--- src/hw/rtl/cau_pkg.sv ---
package cau_pkg;

    localparam int DW  = 16;            // operand / result width
    localparam int FB  = 8;             // fraction bits
    localparam int PW  = 2 * DW;        // product width
    localparam int SW  = 2 * DW + 1;    // width of a sum of two products
    localparam int NW  = 3 * DW + FB;   // divider working width
    localparam int LAT = DW + 5;        // start to result strobe, in cycles

    localparam logic [2:0] CMD_ADD = 3'd0;
    localparam logic [2:0] CMD_SUB = 3'd1;
    localparam logic [2:0] CMD_MUL = 3'd2;
    localparam logic [2:0] CMD_DIV = 3'd3;
    localparam logic [2:0] CMD_CMP = 3'd4;

    localparam logic [1:0] ST_OK   = 2'd0;
    localparam logic [1:0] ST_DIVZ = 2'd1;
    localparam logic [1:0] ST_SAT  = 2'd2;

    localparam logic [DW-1:0] D_MAX = {1'b0, {(DW-1){1'b1}}};
    localparam logic [DW-1:0] D_MIN = {1'b1, {(DW-1){1'b0}}};

    localparam logic signed [SW-1:0] SUM_MAX = {{(SW-DW+1){1'b0}}, {(DW-1){1'b1}}};
    localparam logic signed [SW-1:0] SUM_MIN = ~SUM_MAX;

    typedef struct packed {
        logic [2:0]           command;
        logic signed [DW-1:0] a_re;
        logic signed [DW-1:0] a_im;
        logic signed [DW-1:0] b_re;
        logic signed [DW-1:0] b_im;
    } t_in;

    typedef struct packed {
        logic signed [DW-1:0] res_re;
        logic signed [DW-1:0] res_im;
        logic                 is_equal;
        logic [1:0]           status;
    } t_out;

    typedef struct packed {
        logic [2:0]           cmd;
        t_out                 fast;
        logic signed [SW-1:0] sum_re;
        logic signed [SW-1:0] sum_im;
        logic [PW-1:0]        den;
    } t_mid;

    typedef struct packed {
        logic [NW-1:0] rem;
        logic [DW-1:0] quo;
        logic          neg;
        logic          sat;
    } t_lane;

    typedef struct packed {
        logic          is_div;
        logic          div_zero;
        t_out          res;
        logic [PW-1:0] den;
        t_lane         re;
        t_lane         im;
    } t_div;

endpackage

--- src/hw/rtl/cau_norm.sv ---
module cau_norm import cau_pkg::*; (
    input  logic i_clk,
    input  logic i_rst_n,
    input  logic i_vld,
    input  t_mid i_mid,
    output logic o_vld,
    output t_div o_div
);

    // {sat, value}: floor shift of a product sum, clamped
    function automatic logic [DW:0] mul_part(input logic signed [SW-1:0] s);
        logic signed [SW-1:0] sh;
        logic [DW:0] r;
        sh = s >>> FB;
        if (sh > SUM_MAX) begin
            r = {1'b1, D_MAX};
        end else if (sh < SUM_MIN) begin
            r = {1'b1, D_MIN};
        end else begin
            r = {1'b0, sh[DW-1:0]};
        end
        return r;
    endfunction

    logic r_vld3, r_vld4;
    t_div r_d3, r_d4;
    t_div n_d3, n_d4;
    logic [DW:0] m_re, m_im;
    logic [SW-1:0] mag_re, mag_im;
    logic [NW-1:0] thr, thr_neg, rs_re, rs_im;

    always_comb begin
        m_re   = mul_part(i_mid.sum_re);
        m_im   = mul_part(i_mid.sum_im);
        mag_re = i_mid.sum_re[SW-1] ? -i_mid.sum_re : i_mid.sum_re;
        mag_im = i_mid.sum_im[SW-1] ? -i_mid.sum_im : i_mid.sum_im;

        n_d3          = '0;
        n_d3.is_div   = (i_mid.cmd == CMD_DIV);
        n_d3.div_zero = (i_mid.den == '0);
        n_d3.den      = i_mid.den;
        n_d3.re.rem   = NW'(mag_re);
        n_d3.re.neg   = i_mid.sum_re[SW-1];
        n_d3.im.rem   = NW'(mag_im);
        n_d3.im.neg   = i_mid.sum_im[SW-1];
        if (i_mid.cmd == CMD_MUL) begin
            n_d3.res.res_re = m_re[DW-1:0];
            n_d3.res.res_im = m_im[DW-1:0];
            n_d3.res.status = (m_re[DW] | m_im[DW]) ? ST_SAT : ST_OK;
        end else begin
            n_d3.res = i_mid.fast;
        end
    end

    // overflow check: quotient > limit iff numerator >= (limit + 1) * den
    always_comb begin
        thr     = NW'(r_d3.den) << (DW - 1);
        thr_neg = thr + NW'(r_d3.den);
        rs_re   = r_d3.re.rem << FB;
        rs_im   = r_d3.im.rem << FB;
        n_d4        = r_d3;
        n_d4.re.rem = rs_re;
        n_d4.im.rem = rs_im;
        n_d4.re.sat = rs_re >= (r_d3.re.neg ? thr_neg : thr);
        n_d4.im.sat = rs_im >= (r_d3.im.neg ? thr_neg : thr);
    end

    always_ff @(posedge i_clk) begin
        if (!i_rst_n) begin
            r_vld3 <= 1'b0;
            r_vld4 <= 1'b0;
        end else begin
            r_vld3 <= i_vld;
            r_vld4 <= r_vld3;
        end
    end

    always_ff @(posedge i_clk) begin
        r_d3 <= n_d3;
        r_d4 <= n_d4;
    end

    assign o_vld = r_vld4;
    assign o_div = r_d4;

endmodule

--- config.mk ---
export PLATFORM = sky130hd
export DESIGN_NAME = cau_norm
export DESIGN_NICKNAME = d
export VERILOG_FILES = /design/src/hw/rtl/cau_pkg.sv /design/src/hw/rtl/cau_norm.sv
export SDC_FILE = /design/constraint.sdc
export NUM_CORES = 1
export LEC_CHECK = 0
export BUFFER_PORTS_ARGS = -buffer_cell sky130_fd_sc_hd__clkbuf_2
export CAP_MARGIN = 25
export CORE_MARGIN = 4
export CORE_UTILIZATION = 30
export CTS_CLUSTER_DIAMETER = 50
export DETAILED_ROUTE_END_ITERATION = 10
export PLACE_DENSITY = 0.66
export SYNTH_ARGS = -nofsm -noshare
export SYNTH_HDL_FRONTEND = slang
export SYNTH_SLANG_ARGS = --single-unit
--- constraint.sdc ---
create_clock -name i_clk -period 3.7 [get_ports i_clk]
set_input_delay 0.74 -clock i_clk [delete_from_list [all_inputs] [get_ports i_clk]]
set_output_delay 0.74 -clock i_clk [all_outputs]
set_load 0.1 [all_outputs]
After elaboration in Yosys (flattened, before gate mapping)
Cells that the tools add are included.
Widths: inputs -> output; s select.
{ "totals": {"reg_bits": 278, "input_bits": 139, "output_inout_bits": 218, "word_cells": 52} }
{ "classes": {"n_addsub": 3, "order_cmp": 6, "n_eq_ne": 2, "mux": 11, "bitwise_logic": 1, "n_reduce_logical": 1} }
{ "ops": {"columns": ["cell", "n"], "rows": [
  ["$ge 41x48->1", 2],
  ["$mux 32", 3],
  ["$mux 48", 2],
  ["$mux 17", 4],
  ["$neg 33->33", 2],
  ["$gt 25x16->1 const B", 2],
  ["$lt 25x16->1 const B", 2],
  ["$add 47x32->48", 1],
  ["$logic_not 32->1", 1],
  ["$eq 3x2->1 const B", 2],
  ["$mux 2", 2],
  ["$or 1x1->1", 1]
]} }

Longest topological paths before layout
Gate-level depths: netlist of the first run.
{ "logic_depth": {"ltp_word": 6, "mapped_depth": 19} }

Least setup slack after synthesis of the first run
No wires, ideal clock.
{ "synth_path": {"kind": "reg-to-reg", "startpoint": "register r_d3, in the netlist n_d4[173]", "endpoint": "register r_d4, in the netlist o_div[0]", "setup_ps": 122, "arrival_time_ps": 3598, "required_time_ps": 3578, "path_slack_ps": -19, "stages_incl_launch_ff": 18, "period_less_slack_ps": 3719, "cell_sequence": "dfxtp_1 -> ha_1 -> clkbuf_1 -> nand4_1 -> a2111oi_0 -> nand2_1 -> nand2_1 -> a21bo_2 -> and4_1 -> xnor2_1 -> ha_1 -> a21o_1 -> a21oi_1 -> nor2_1 -> a2111oi_0 -> nor2_1 -> o21a_1 -> o32a_1"} }
{ "synth_rtl": {"columns": ["element", "line", "text"], "rows": [
  ["start: declaration", "cau_norm.sv:26", "t_div r_d3, r_d4;"],
  ["start signal: assignment", "cau_norm.sv:79", "r_d3 <= n_d3;"],
  ["end signal: assignment", "cau_norm.sv:80", "r_d4 <= n_d4;"],
  ["end: declaration", "cau_norm.sv:26", null]
]} }

==> results.yml, run 1 <==
outcome:
  status: "finished, final reports clean"
detailed_routing:
  ant_nets: 0
  route.detailed.drc: 0
  top_layer_used: "met5"
  dr_wl_met3_microns: 2510
  drtIter0Drc: 422
  routedWlPerCell_microns: 18.1
  wirelength_microns: 36700
  routed_via_density: 4.58
  num_vias: 9297
  wl_met2_microns: 17600
  wl_met1_microns: 15200
  drtPass1Iterations: 5
clock_tree:
  cts_root_buf: "clkbuf_16"
  cts.sinks: 278
  cts_buffer_depth: 3
  clk_pin_slew_ns: 0.06
  htree_levels: 2
  cts_made_buffers: 36
  cts_tree: "done"
  ctsHoldBuffers: 0
  clock_latency_ns: 0.53
floorplanning:
  core_sq_mm: 0.0370
  row_count: 70
  die_h_microns: 203
  ios: 357
  die_area_sq_mm: 0.0410
  die-width_microns: 203
  initial_core_util_pct: 30.7
setup_path:
  cp.depth: 19
  slowest_delay_ns: 0.35
  r2r_start: "n_d4[148]$_DFF_P_"
  path_cells: "ha_2 > inv_1 > fa_2 > nand2b_4 > a21oi_4 > o21ai_2 > nand2_2 > buf_6 > xor2_2 > mux2i_1 > ha_1 > a21o_1 > a21o_1 > a21oi_2 > nor2_2 > a2111oi_4 > nor2_2 > nor4_1 > a2bb2oi_1"
  crit_family: "compound AO/OA/AOI/OAI gates"
  crit_path_end_kind: "flop"
  arrival_ns: 3.96
  worst-r2r-cell-count: 19
  crit_path_start_kind: "flop"
  worstPathRequired_ns: 4.10
  crit_path_top_delay_cell: "fa_2"
  critical_path_buf_inv_count: 2
  crit_type: "reg -> reg"
  path_max_fanout: 3
  crit_path_start: "n_d4[148]$_DFF_P_"
placement:
  port_buffers: 278
  dp_cells: 1957
  hpwl_microns: 29400
  placed_area_sq_mm: 0.0137
  place_congestion: 0.886
pwr:
  p_seq_share_pct: 36.4
  p_leak_nw: 6.87
  netSwitchingFraction_pct: 36.7
  switchingPower_mw: 3.39
  p_comb_share_pct: 27.0
  power_frac_clock_pct: 36.5
  vdd_drop_max_mv: 0.373
  powerDensity_mw_per_mm2: 609
  internal-power_mw: 5.86
synthesis:
  ys_seq_area_share_pct: 49.0
  synth_most_common_cell: "dfxtp_1"
  async_flop_share_pct: 0
  ys_top_cells_by_count: "278 x dfxtp_1, 100 x nand2_1, 85 x ha_1"
  ys_warn_count: 0
  synth_simple_gate_area_share_pct: 12.3
  syn-instance-count: 1120
  synthMuxAreaShare_pct: 3.21
  synth_compound_area_share_pct: 12.0
  ys_ff_latch: 278
  synth_area_leader_cell: "dfxtp_1"
  synth-edff-count: 0
  synth_cell_types: 58
  synth-xor-area-share_pct: 7.25
  synth_adder_area_share_pct: 9.54
  yosys.area.top_type_share_pct: 49.0
  synth_top_family_by_area: "simple AND/OR/NAND/NOR gates"
  syn_avg_cell_area_sq_um: 10.1
  ys.flop_type: "dfxtp_1"
  netlist_area_sq_mm: 0.0114
  yosys-top-cells-area: "dfxtp_1 49%, ha_1 9.4%, xnor2_1 5.5%"
grt:
  antenna_found_initial: 9
  grt_overflow: 0
  grt_max_degree: 38
  grt_use_total_pct: 17.0
  grt_pass1_wl_microns: 53600
  first_global_vias: 9471
cells_and_area:
  post_layout_nonfiller_instances: 2031
  regArea_sq_mm: 0.00557
  stdcell_area_sq_mm: 0.0152
  final_nets: 1726
  area_growth_pct: 33.7
  n_fill_cell: 3680
  drive_above_1_share_pct: 32.6
  multi_input_area_sq_mm: 0.00561
  antenna_cells: 0
timing:
  worstMarginPinSlew_ns: 0.992
  setup_viol: 0
  hold_violations: 0
  finalMaxSlewViolations: 0
  fin_crit_ns: 3.56
  skew_ns: 0.0238
  fin_crit_sh_pct: 96.4
  rsz0062_at_grt: "yes"
  maxSlewHeadroom_pct: 33.9
  fmax_mhz: 281
flow_run:
  drv_cap: 0
min_path:
  hold_path.class: "reg -> reg"
  min_from: "n_d4[189]$_DFF_P_"
  hold_depth: 0
==> area by class of cell <==
type | instances | area share (%)
multi-input cells | 796 | 36.9
flip-flops and latches | 278 | 36.7
repair buffers | 378 | 14.2
clock buffers | 44 | 6.26
well taps | 504 | 4.15
clock inverters | 20 | 1.43
inverters | 11 | 0.272
==> routing by layer <==
layer	vias up	global-route usage (%)
met5	-	0
met3	96	4.36
met1	4304	20.6
met4	12	6.47
li1	4572	-
met2	313	29.0
==> kinds of logic after synthesis <==
family | after synthesis
xor+xnor | 94
flops | 278
mux | 36
compound gates | 217
fa+ha+maj | 86
other cells | 1
buf+inv | 123
simple gates | 285
==> cell usage in the layout, fill, tap and decap left out, drive strengths merged, types with 45 or more instances in the layout <==
| cell type | n |
|---|---|
| o21ai | 45 |
| nor2 | 69 |
| ha | 85 |
| clkbuf | 322 |
| a21oi | 83 |
| nand2 | 100 |
| dfxtp | 278 |
| buf | 100 |
| xnor2 | 71 |
| conb | 78 |
==> power by group through the flow <==
stage / registers, mW / logic (mW) / clock network, mW
3_3_place_gp: 3.43 / 2.37 / 0
6_report: 3.37 / 2.50 / 3.38
4_1_cts: 3.38 / 2.43 / 3.50
3_5_place_dp: 3.44 / 2.40 / 0
2_1_floorplan: 4.29 / 0.991 / 0
5_1_grt: 3.40 / 2.64 / 3.61
==> state kept, by name, summed over array words and instances (netlist names) <==
| signal | count |
|---|---|
| n_d4 | 137 |
| r_vld3 | 1 |
| o_vld | 1 |
| o_div | 139 |
==> through the flow <==
step           hold WS [ns]  util, %  TNS [ns]  total power [mW]  setup WS [ns]
2_1_floorplan         0.310        -         0              5.29         0.0214
3_3_place_gp          0.310     36.9    -0.255              5.81         -0.153
3_5_place_dp          0.312     37.0    -0.328              5.83         -0.164
4_1_cts               0.284     40.3         0              9.30        0.00198
5_1_grt               0.290     41.1   -0.0655              9.64        -0.0503
6_report              0.308     41.1         0              9.25          0.135
==> path summary, 6_finish.rpt <==
kind                             end  slack (ns)
setup / recovery   o_div[74]$_DFF_P_        0.14
hold / removal    o_div[189]$_DFF_P_        0.31
setup reg to reg   o_div[74]$_DFF_P_        0.14
hold reg to reg   o_div[189]$_DFF_P_        0.31
==> what timing repair did <==
action	4_1_cts	5_1_grt
setup buffers	3	7
pin swaps	5	29
resized for setup	12	49
setup endpoints to repair	2	2
Power figures use the tool's default switching activity.
==> run 2: changes to the inputs <==
- CORE_ASPECT_RATIO: unset -> 0.8
- CORE_UTILIZATION: 30 -> 46
- PLACE_DENSITY: 0.66 -> 0.88
==> results.yml, run 2 (synthesized netlist as in run 1, its figures left out) <==
grt:
  grt_max_degree: 38
  grt_overflow: 0
  grt_use_total_pct: 23.2
  antenna_found_initial: 1
  grt_pass1_wl_microns: 50000
  first_global_vias: 9327
clock_tree:
  ctsHoldBuffers: 0
  htree_levels: 1
  clk_pin_slew_ns: 0.06
  cts_buffer_depth: 3
  cts_tree: "done"
  cts_made_buffers: 29
  cts_root_buf: "clkbuf_16"
  clock_latency_ns: 0.53
  cts.sinks: 278
placement:
  dp_cells: 1769
  place_congestion: 0.937
  placed_area_sq_mm: 0.0134
  hpwl_microns: 26500
  port_buffers: 278
flow_run:
  drv_cap: 0
cells_and_area:
  layout_commonest_cell: "clkbuf_2"
  antenna_cells: 0
  final_nets: 1710
  post_layout_nonfiller_instances: 1824
  drive_above_1_share_pct: 31.3
  stdcell_area_sq_mm: 0.0146
  n_fill_cell: 2025
  area_growth_pct: 28.7
  final_cell_mix: "278 x clkbuf_2, 272 x dfxtp_1, 100 x nand2_1"
  largest_reg_flops: 139
pwr:
  powerDensity_mw_per_mm2: 601
  power.total_mw: 8.78
  p_leak_nw: 6.71
  vdd_drop_max_mv: 0.387
setup_path:
  crit_path_start_kind: "flop"
  worstPathRequired_ns: 4.12
  arrival_ns: 4.05
  rrSetupSlack_ns: 0.07
  r2r_start: "n_d4[148]$_DFF_P_"
  crit_type: "reg -> reg"
  crit_path_end_kind: "flop"
  path_max_fanout: 3
  worst-r2r-cell-count: 18
  reg2reg_to: "o_div[0]$_DFF_P_"
floorplanning:
  die_h_microns: 149
  row_count: 51
  die_area_sq_mm: 0.0273
  initial_core_util_pct: 46.7
  core_sq_mm: 0.0243
  die-width_microns: 184
  ios: 357
detailed_routing:
  wirelength_microns: 33500
  ant_nets: 0
  drtIter0Drc: 651
  route.detailed.drc: 0
  drtPass1Iterations: 6
  routedWlPerCell_microns: 18.4
  routed_via_density: 5.16
  num_vias: 9411
timing:
  worstMarginPinSlew_ns: 0.821
  hold_ws_ns: 0.324
  maxSlewHeadroom_pct: 45.2
  fin_crit_sh_pct: 98.1
  hold_violations: 0
  finalMaxSlewViolations: 0
  rsz0062_at_grt: "yes"
  setup_viol: 0
  fmax_mhz: 275
  skew_ns: 0.00931
  fin_crit_ns: 3.63
min_path:
  min_from: "i_mid[1]"
  hold_path.class: "in -> reg"
  hold_depth: 1
  holdPathEnd: "n_d4[149]$_DFF_P_"
outcome:
  status: "finished, final reports clean"
## run 2: layout make-up
class | instances | area, sq um | area share [%]
clock buffer | 37 | 806 | 5.52
clock inverter | 15 | 176 | 1.21
inverter | 11 | 41.3 | 0.283
multi-input combinational | 796 | 5540 | 37.9
sequential | 278 | 5570 | 38.1
tap | 318 | 398 | 2.72
timing repair buffer | 369 | 2070 | 14.2
## run 2: repair_timing
action                                  in CTS  in global routing
gates resized for setup                     12                 41
pin swaps                                    6                 17
setup buffers                                1                  2
endpoints found under the setup margin       2                  2
## run 2: worst max-delay path, stage by stage, from the launching register on
cell and delay (ns):
dfxtp_2 0.36, ha_4 0.14, inv_2 0.03, fa_2 0.34, nand2b_4 0.17, a21oi_4 0.15, o211ai_1 0.19, nand3_1 0.15
nand2_1 0.08, xor2_1 0.20, ha_1 0.33, a21o_1 0.19, a21o_1 0.19, a21oi_2 0.13, nor2_1 0.07, a2111oi_2 0.29
nor2_1 0.07, o21a_1 0.17, o32a_1 0.27
## run 2: how the worst max path moves through the flow
stage / startpoint / to / slack (ns) / cells past startpoint
after floorplan: n_d4[173]$_DFF_P_ / o_div[0]$_DFF_P_ / 0.02 / 17
after global placement: n_d4[148]$_DFF_P_ / o_div[0]$_DFF_P_ / -0.14 / 18
after detailed placement: n_d4[163]$_DFF_P_ / o_div[0]$_DFF_P_ / -0.25 / 18
after CTS: n_d4[173]$_DFF_P_ / o_div[0]$_DFF_P_ / 0.002 / 17
after global routing: n_d4[148]$_DFF_P_ / o_div[0]$_DFF_P_ / -0.1 / 18
final: n_d4[148]$_DFF_P_ / o_div[0]$_DFF_P_ / 0.07 / 18
## run 2: power by group
group / switching [mW] / internal [mW] / total [mW]
clock network: 1.19 / 1.76 / 2.95
logic: 1.89 / 0.578 / 2.47
registers: 0.123 / 3.25 / 3.37
## run 2: through the flow
step | util [%] | setup WS, ns | TNS (ns)
floorplan | - | 0.0214 | 0
global placement | 55.1 | -0.136 | -0.167
detailed placement | 55.1 | -0.248 | -0.391
CTS | 59.3 | 0.00237 | 0
global route | 60.1 | -0.0988 | -0.123
finish | 60.1 | 0.0702 | 0
## run 2: per-layer routing
layer	global-route usage [%]	routed length, microns
met1	30.7	14500
met2	38.8	15600
met3	5.75	2760
met4	4.47	693
met5	0	0
==> run 3: changes to the inputs <==
- CTS_BUF_LIST: unset -> sky130_fd_sc_hd__clkbuf_16
==> results.yml, run 3 (synthesized netlist as in run 1, its figures left out) <==
setup_path:
  worstPathRequired_ns: 4.12
  path_max_fanout: 3
  crit_path_start_kind: "flop"
  rrSetupSlack_ns: 0.10
  arrival_ns: 4.02
  crit_type: "reg -> reg"
  worst-r2r-cell-count: 18
  crit_path_end_kind: "flop"
grt:
  grt_overflow: 0
  grt_use_total_pct: 23.1
  grt_pass1_wl_microns: 49900
  first_global_vias: 9274
  antenna_found_initial: 1
  grt_max_degree: 38
placement:
  place_congestion: 0.937
  dp_cells: 1769
  hpwl_microns: 26500
  port_buffers: 278
  preCtsSetupSlack_ns: -0.248
  placed_area_sq_mm: 0.0134
floorplanning:
  row_count: 51
  die-width_microns: 184
  ios: 357
  die_area_sq_mm: 0.0273
  core_sq_mm: 0.0243
  initial_core_util_pct: 46.7
  die_h_microns: 149
cells_and_area:
  antenna_cells: 0
  final_nets: 1710
  stdcell_area_sq_mm: 0.0146
  utilization_pct: 59.9
  multi_input_area_sq_mm: 0.00554
  final_cell_mix: "278 x clkbuf_2, 272 x dfxtp_1, 100 x nand2_1"
  drive_above_1_share_pct: 31.0
  post_layout_nonfiller_instances: 1824
  layout_commonest_cell: "clkbuf_2"
  regArea_sq_mm: 0.00557
  n_fill_cell: 2033
  largest_reg_flops: 139
  area_growth_pct: 28.2
timing:
  worstMarginPinSlew_ns: 0.833
  hold_violations: 0
  maxSlewHeadroom_pct: 44.4
  rsz0062_at_grt: "yes"
  fin_crit_sh_pct: 97.2
  skew_ns: 0.0117
  finalMaxSlewViolations: 0
  worst_slack_ns: 0.105
  setup_viol: 0
  fin_crit_ns: 3.60
  fmax_mhz: 278
min_path:
  hold_path.class: "reg -> reg"
  hold_depth: 0
detailed_routing:
  drtIter0Drc: 636
  route.detailed.drc: 0
  routed_via_density: 5.15
  wirelength_microns: 33400
  drtPass1Iterations: 5
  routedWlPerCell_microns: 18.3
  ant_nets: 0
  num_vias: 9398
pwr:
  netSwitchingFraction_pct: 36.9
  p_comb_share_pct: 28.4
  power_frac_clock_pct: 32.7
  switchingPower_mw: 3.20
  p_seq_share_pct: 38.9
  internal-power_mw: 5.47
  powerDensity_mw_per_mm2: 595
  p_leak_nw: 6.70
  vdd_drop_max_mv: 0.387
clock_tree:
  cts_made_buffers: 29
  cts_tree: "done"
  htree_levels: 1
  cts_root_buf: "clkbuf_16"
  clk_pin_slew_ns: 0.06
  cts.sinks: 278
  clock_latency_ns: 0.53
  cts_buffer_depth: 3
outcome:
  status: "finished, final reports clean"
flow_run:
  drv_cap: 0
run 3: cell count changes in the layout (fill, tap and decap cells not counted):
| cell | change |
|---|---|
| clkinv_1 | +5 |
| inv_1 | +3 |
| clkbuf_8 | -5 |
| clkbuf_1 | -3 |
run 3: worst max-delay path: stages, from the launching register on:
cell and delay (ns):
dfxtp_2 0.36, ha_4 0.14, inv_2 0.03, fa_2 0.34
nand2b_4 0.17, a21oi_4 0.15, o211ai_1 0.18, nand3_1 0.15
nand2_1 0.07, xor2_1 0.20, ha_1 0.32, a21o_1 0.19
a21o_1 0.19, a21oi_2 0.13, nor2_1 0.07, a2111oi_2 0.29
nor2_1 0.07, o21a_1 0.17, o32a_1 0.27
run 3: per-layer routing:
metal / GRT usage [%] / part of all wire (%) / vias to the layer above
met3: 5.72 / 8.5 / 55
met4: 4.50 / 2.3 / 0
met5: 0 / 0 / -
met1: 30.7 / 43 / 4421
li1: - / - / 4536
met2: 38.5 / 46 / 386
run 3: final cells by class:
class / count / share of cell area [%]
multi-input cells: 796 / 38.1
well taps: 318 / 2.73
clock buffers: 29 / 4.98
repair buffers: 369 / 14.2
clock inverters: 23 / 1.42
inverters: 11 / 0.284
flip-flops and latches: 278 / 38.3
run 3: power groups by stage:
stage / logic [mW] / registers [mW] / clock network [mW]
floorplan: 0.991 / 4.29 / 0
global placement: 2.35 / 3.42 / 0
detailed placement: 2.38 / 3.43 / 0
CTS: 2.41 / 3.37 / 2.88
global route: 2.60 / 3.39 / 3.00
finish: 2.46 / 3.37 / 2.83
run 3: stage by stage:
stage	TNS (ns)	hold WS [ns]	power [mW]
after floorplan	0	0.310	5.29
after global placement	-0.167	0.310	5.77
after detailed placement	-0.391	0.312	5.81
after CTS	0	0.306	8.66
after global routing	-0.122	0.301	8.99
final	0	0.324	8.67
run 3: path summary, 6_finish.rpt:
path                     startpoint            endpoint
hold reg to reg   n_d4[192]$_DFF_P_  o_div[192]$_DFF_P_
hold / removal    n_d4[192]$_DFF_P_  o_div[192]$_DFF_P_
setup / recovery  n_d4[148]$_DFF_P_    o_div[0]$_DFF_P_
setup reg to reg  n_d4[148]$_DFF_P_    o_div[0]$_DFF_P_
run 3: repair_timing:
action | in CTS | in global routing
gates resized for setup | 12 | 41
pin swaps | 6 | 17
buffers inserted | 1 | 2
hold buffers | 0 | 0
setup endpoints to repair | 2 | 2
